[config.mk]
export PLATFORM = sky130hd
export DESIGN_NAME = ovn_div
export DESIGN_NICKNAME = d
export VERILOG_FILES = /design/src/design/ovn_pkg.sv /design/src/design/ovn_div.sv
export SDC_FILE = /design/constraint.sdc
export NUM_CORES = 1
export LEC_CHECK = 0
export BUFFER_PORTS_ARGS = -buffer_cell sky130_fd_sc_hd__buf_4
export CAP_MARGIN = 20
export CORE_MARGIN = 2
export CORE_UTILIZATION = 55
export DETAILED_ROUTE_END_ITERATION = 6
export PLACE_DENSITY_LB_ADDON = 0.15
export SKIP_LAST_GASP = 1
export SLEW_MARGIN = 20
export SYNTH_ARGS = -nofsm -noshare
export SYNTH_HDL_FRONTEND = slang
export SYNTH_SLANG_ARGS = --single-unit
[constraint.sdc]
create_clock -name clk -period 3.3 [get_ports clk]
set_input_delay 0.165 -clock clk [delete_from_list [all_inputs] [get_ports clk]]
set_output_delay 0.165 -clock clk [all_outputs]
set_load 0.01 [all_outputs]
[src/design/ovn_pkg.sv]
package ovn_pkg;

	localparam int GRID_W_LOG2 = 6;
	localparam int GRID_H_LOG2 = 6;
	localparam int ADDR_W      = GRID_W_LOG2 + GRID_H_LOG2;
	localparam int GRID_CELLS  = 1 << ADDR_W;
	localparam int SEED_W      = 16;
	localparam int SH_W        = $clog2(GRID_W_LOG2 + 1);

	localparam logic [31:0] WEIGHT_ONE = 32'h0001_0000;

	// Shared divider geometry.
	localparam int DVD_W  = 64;
	localparam int DVS_W  = 43;
	localparam int STEP_W = 7;

	localparam logic CFG_OCTAVE_COUNT = 1'b0;
	localparam logic CFG_OCTAVE_BIAS  = 1'b1;

	localparam logic CMD_LOAD  = 1'b0;
	localparam logic CMD_QUERY = 1'b1;

	typedef struct packed {
		logic              start;
		logic [DVD_W-1:0]  dividend;
		logic [DVS_W-1:0]  divisor;
		logic [STEP_W-1:0] steps;
	} div_req_t;

endpackage

[src/design/ovn_div.sv]
module ovn_div (
	input  logic                       clk,
	input  logic                       arst_n,
	input  ovn_pkg::div_req_t          req,
	output logic                       busy,
	output logic                       done,
	output logic [ovn_pkg::DVD_W-1:0]  quotient
);

	logic                        busy_q;
	logic                        done_q;
	logic [ovn_pkg::STEP_W-1:0]  cnt_q;
	logic [ovn_pkg::DVS_W-1:0]   rem_q;
	logic [ovn_pkg::DVS_W-1:0]   dvs_q;
	logic [ovn_pkg::DVD_W-1:0]   dvd_q;
	logic [ovn_pkg::DVD_W-1:0]   quo_q;
	logic [ovn_pkg::DVS_W:0]     trial;
	logic                        fits;

	// One quotient bit per cycle, restoring.
	assign trial = {rem_q, dvd_q[ovn_pkg::DVD_W-1]};
	assign fits  = trial >= {1'b0, dvs_q};

	always_ff @(posedge clk or negedge arst_n) begin
		if (!arst_n) begin
			busy_q <= 1'b0;
			done_q <= 1'b0;
			cnt_q  <= '0;
		end else begin
			done_q <= 1'b0;
			if (req.start) begin
				busy_q <= 1'b1;
				cnt_q  <= req.steps;
			end else if (busy_q) begin
				cnt_q <= cnt_q - 1'b1;
				if (cnt_q == ovn_pkg::STEP_W'(1)) begin
					busy_q <= 1'b0;
					done_q <= 1'b1;
				end
			end
		end
	end

	always_ff @(posedge clk) begin
		if (req.start) begin
			rem_q <= '0;
			dvs_q <= req.divisor;
			dvd_q <= req.dividend;
			quo_q <= '0;
		end else if (busy_q) begin
			rem_q <= fits ? ovn_pkg::DVS_W'(trial - {1'b0, dvs_q})
			              : trial[ovn_pkg::DVS_W-1:0];
			dvd_q <= {dvd_q[ovn_pkg::DVD_W-2:0], 1'b0};
			quo_q <= {quo_q[ovn_pkg::DVD_W-2:0], fits};
		end
	end

	assign busy     = busy_q;
	assign done     = done_q;
	assign quotient = quo_q;

endmodule

==> metrics <==
Hold Path Cell Cnt 2; Vert. Die Dim between 100 and 150 µm; crit path kind reg2reg; min-delay worst type in2reg; commonest cells in the netlist 150 x nor2_1, 107 x dfxtp_1, 107 x edfxtp_1; Slew Limit Headroom 37.18%; Synth Warn # 0; FF/Latch Area about 0.0056 mm²; endpoints failing setup 0; Synth async-reset ratio under 10%; Layout area overhead 32.37%; Mapped Nets ~1200; Mean Syn Cell Area 10.74 µm²; R2R Setup Slk about 230 ps; crit path max fanout 6; Via Count 8746; Finished Core Util around three quarters; Hold Path End quotient[58]; Primary FF master, synth edfxtp_1; DR vias/cell between 5 and 6; sequential share of the synthesized area a little under 50%; Post-Synthesis Cells 1046; Max Cap Viol 0; synth unique cells 65; Pleak about 6.8 nW; Skew-Pair Late Insertion Delay ~540 ps; status complete, no violations; worst-path cell chain ha_1, fa_2, nor2b_4, o31a_1, o31ai_4, nand3_2, a21o_1, a211oi_2, o31a_4, clkbuf_2, or2_1, o32ai_1; dpl hpwl 16.36 mm; Hold Crit Start req[114]; fmax 0.3254 GHz; grt total ovfl 0; initial antenna violation count 4; Setup TNS 0 ps; first-pass GRT wire length roughly 44 mm; cell accounting for the most synthesized area edfxtp_1; I/O pin cnt between 150 and 200; Routed WL ~27 mm; clock root buffer clkbuf_16; crit path capture type flop; maximum vdd drop approximately 0.00045 V; Avg WL per Cell 16.51 µm; EDFF count, synth ~110; min setup slack post-route about 230 ps; RePlAce Congestion 0.8675; Reg2Reg Capture Point rem_q[39]; Placement Rows between 50 and 60; worst reg-to-reg path cell count 12; Post-Syn Area approximately 0.011 mm²; FF+latch count, synth around 220; CP peak stage delay about 400 ps; min Tclk post-route slightly above 3000 ps; pre-CTS setup slack around 150 ps; area share of the largest cell type after synthesis roughly 29%; CP startpoint kind flop; required time worst endpoint between 3000 and 4000 ps; share of cells above drive strength 1 26.00%; Die X-Extent 146.9 µm; Crit path arrival time around 3500 ps; most frequent cell after synthesis nor2_1; CTS sink cnt about 220; initial core utilization roughly 56%; Buffers on Ports ~180; CTS tree built; Layout Skew 13.47 ps; Fill cells around 1400; Area contributors post-synth edfxtp_1 29%, dfxtp_1 19%, mux2i_1 6.4%; post-route antenna net violation count 0; placed cells around 1500; Worst-path clk slew roughly 60 ps; Max Slew Vio Count 0; PwrDens approximately 650 mW/mm²; NumNets Final around 1500; worst slew pin tran 942.3 ps; DRC 0; largest net degree at the start of global routing a little under 100; multi-input logic area around 0.0052 mm²; Max Root-Sink Buffers 3; die area roughly 0.022 mm²; Final Hold Fails 0; R2R Path Start dvs_q[0]; Slowest-stage cell, CP o31a_4; H-tree level count 1; Num CTS Buffers 26; Core ar. a little over 0.02 mm²; GRT Resource Usage Total 24.73%; Post-Layout Cell Count 1623; number of detailed-route iterations in the first pass 5; RSZ-0062 raised after global routing no; number of global-route vias before repair between 8000 and 9000; number of DRC markers in iteration 0 362; fin crit share 93.14%
-- sequential cells by signal (all words and copies together) (netlist names) --
register and count:
dvs_q 43, cnt_q 7, dvd_q 64, busy 1, done 1, quotient 64, rem_q 43
-- worst max-delay path by stage --
stage,end,from,slack [ps]
finish,rem_q[39],dvs_q[0],230
global route,rem_q[18],dvd_q[63],2
CTS,rem_q[18],dvd_q[63],120
detailed placement,rem_q[28],dvd_q[63],150
global placement,rem_q[33],dvd_q[63],240
floorplan,rem_q[20],dvd_q[63],380
-- metal layers --
| layer | global-route usage (%) | wire length (µm) | up-vias |
|---|---|---|---|
| li1 | - | - | 4317 |
| met1 | 30.25 | 11190 | 4145 |
| met2 | 43.78 | 13370 | 225 |
| met3 | 6.025 | 1556 | 57 |
| met4 | 6.875 | 676 | 2 |
| met5 | 0 | 13 | - |
-- placed cells by master, fill, tap and decap left out, types with 15 or more instances in the layout --
cell type	n
buf_4	193
nor2_1	149
dlygate4sd3_1	117
edfxtp_1	107
dfxtp_1	107
mux2i_1	72
a21oi_1	66
mux2_2	63
inv_1	59
ha_1	45
nand2_1	38
clkbuf_16	27
a211oi_2	25
xnor2_1	25
o21ai_0	21
a21o_1	18
a211oi_1	15
-- through the flow --
step	total power [mW]	cell area, µm²	hold slack (ps)
after floorplan	6.047	11230	-130.6
after global placement	6.647	12790	-6.314
after detailed placement	6.689	12790	-4.936
after CTS	9.633	14800	223.5
after global routing	10.25	14860	274.0
final	9.664	14860	268.7
-- layout make-up --
type                            instances  area share, %
Antenna cell                            3        0.05050
Sequential cell                       223          37.57
Tap cell                              270          2.273
Clock buffer                           37          4.933
Multi-Input combinational cell        705          34.79
Inverter                               59          1.490
Timing Repair Buffer                  315          18.16
Clock inverter                         11         0.7407
-- worst max-delay path: cells and delay by family, from the launching register on --
family                   cells  cell delay (ps)
AND/OR/NAND/NOR              3              550
AO/OA/AOI/OAI                6             1270
buffers and inverters        1              170
adder cells (fa/ha/maj)      2              610
flip-flops                   1              380
-- cell families (layout without fill, tap and decap cells) --
kind of cell	count (synthesis)	count (layout)	synth area share, %
xor gates and xnor gates	39	39	3.042
adders and majority gates	46	46	5.192
DFF	223	223	49.69
buffers and inverters	118	422	4.490
muxes	135	135	12.74
and+or+nand+nor	261	261	10.31
AOI/OAI and AO/OA	224	224	14.54
other	0	3	0
-- what timing repair did --
action                                  in CTS  in global routing
buffers inserted                             0                  4
hold endpoints to repair                   123                  0
resized for setup                            0                  5
endpoints found under the setup margin       0                 29
hold buffers                               117                  0
-- power breakdown --
| group | switching (mW) | internal [mW] |
|---|---|---|
| Clock | 1.18 | 1.64 |
| Combinational | 1.77 | 1.54 |
| Sequential | 0.253 | 3.28 |
| Total | 3.20 | 6.46 |
No activity file was read; power rests on OpenSTA's default activity.
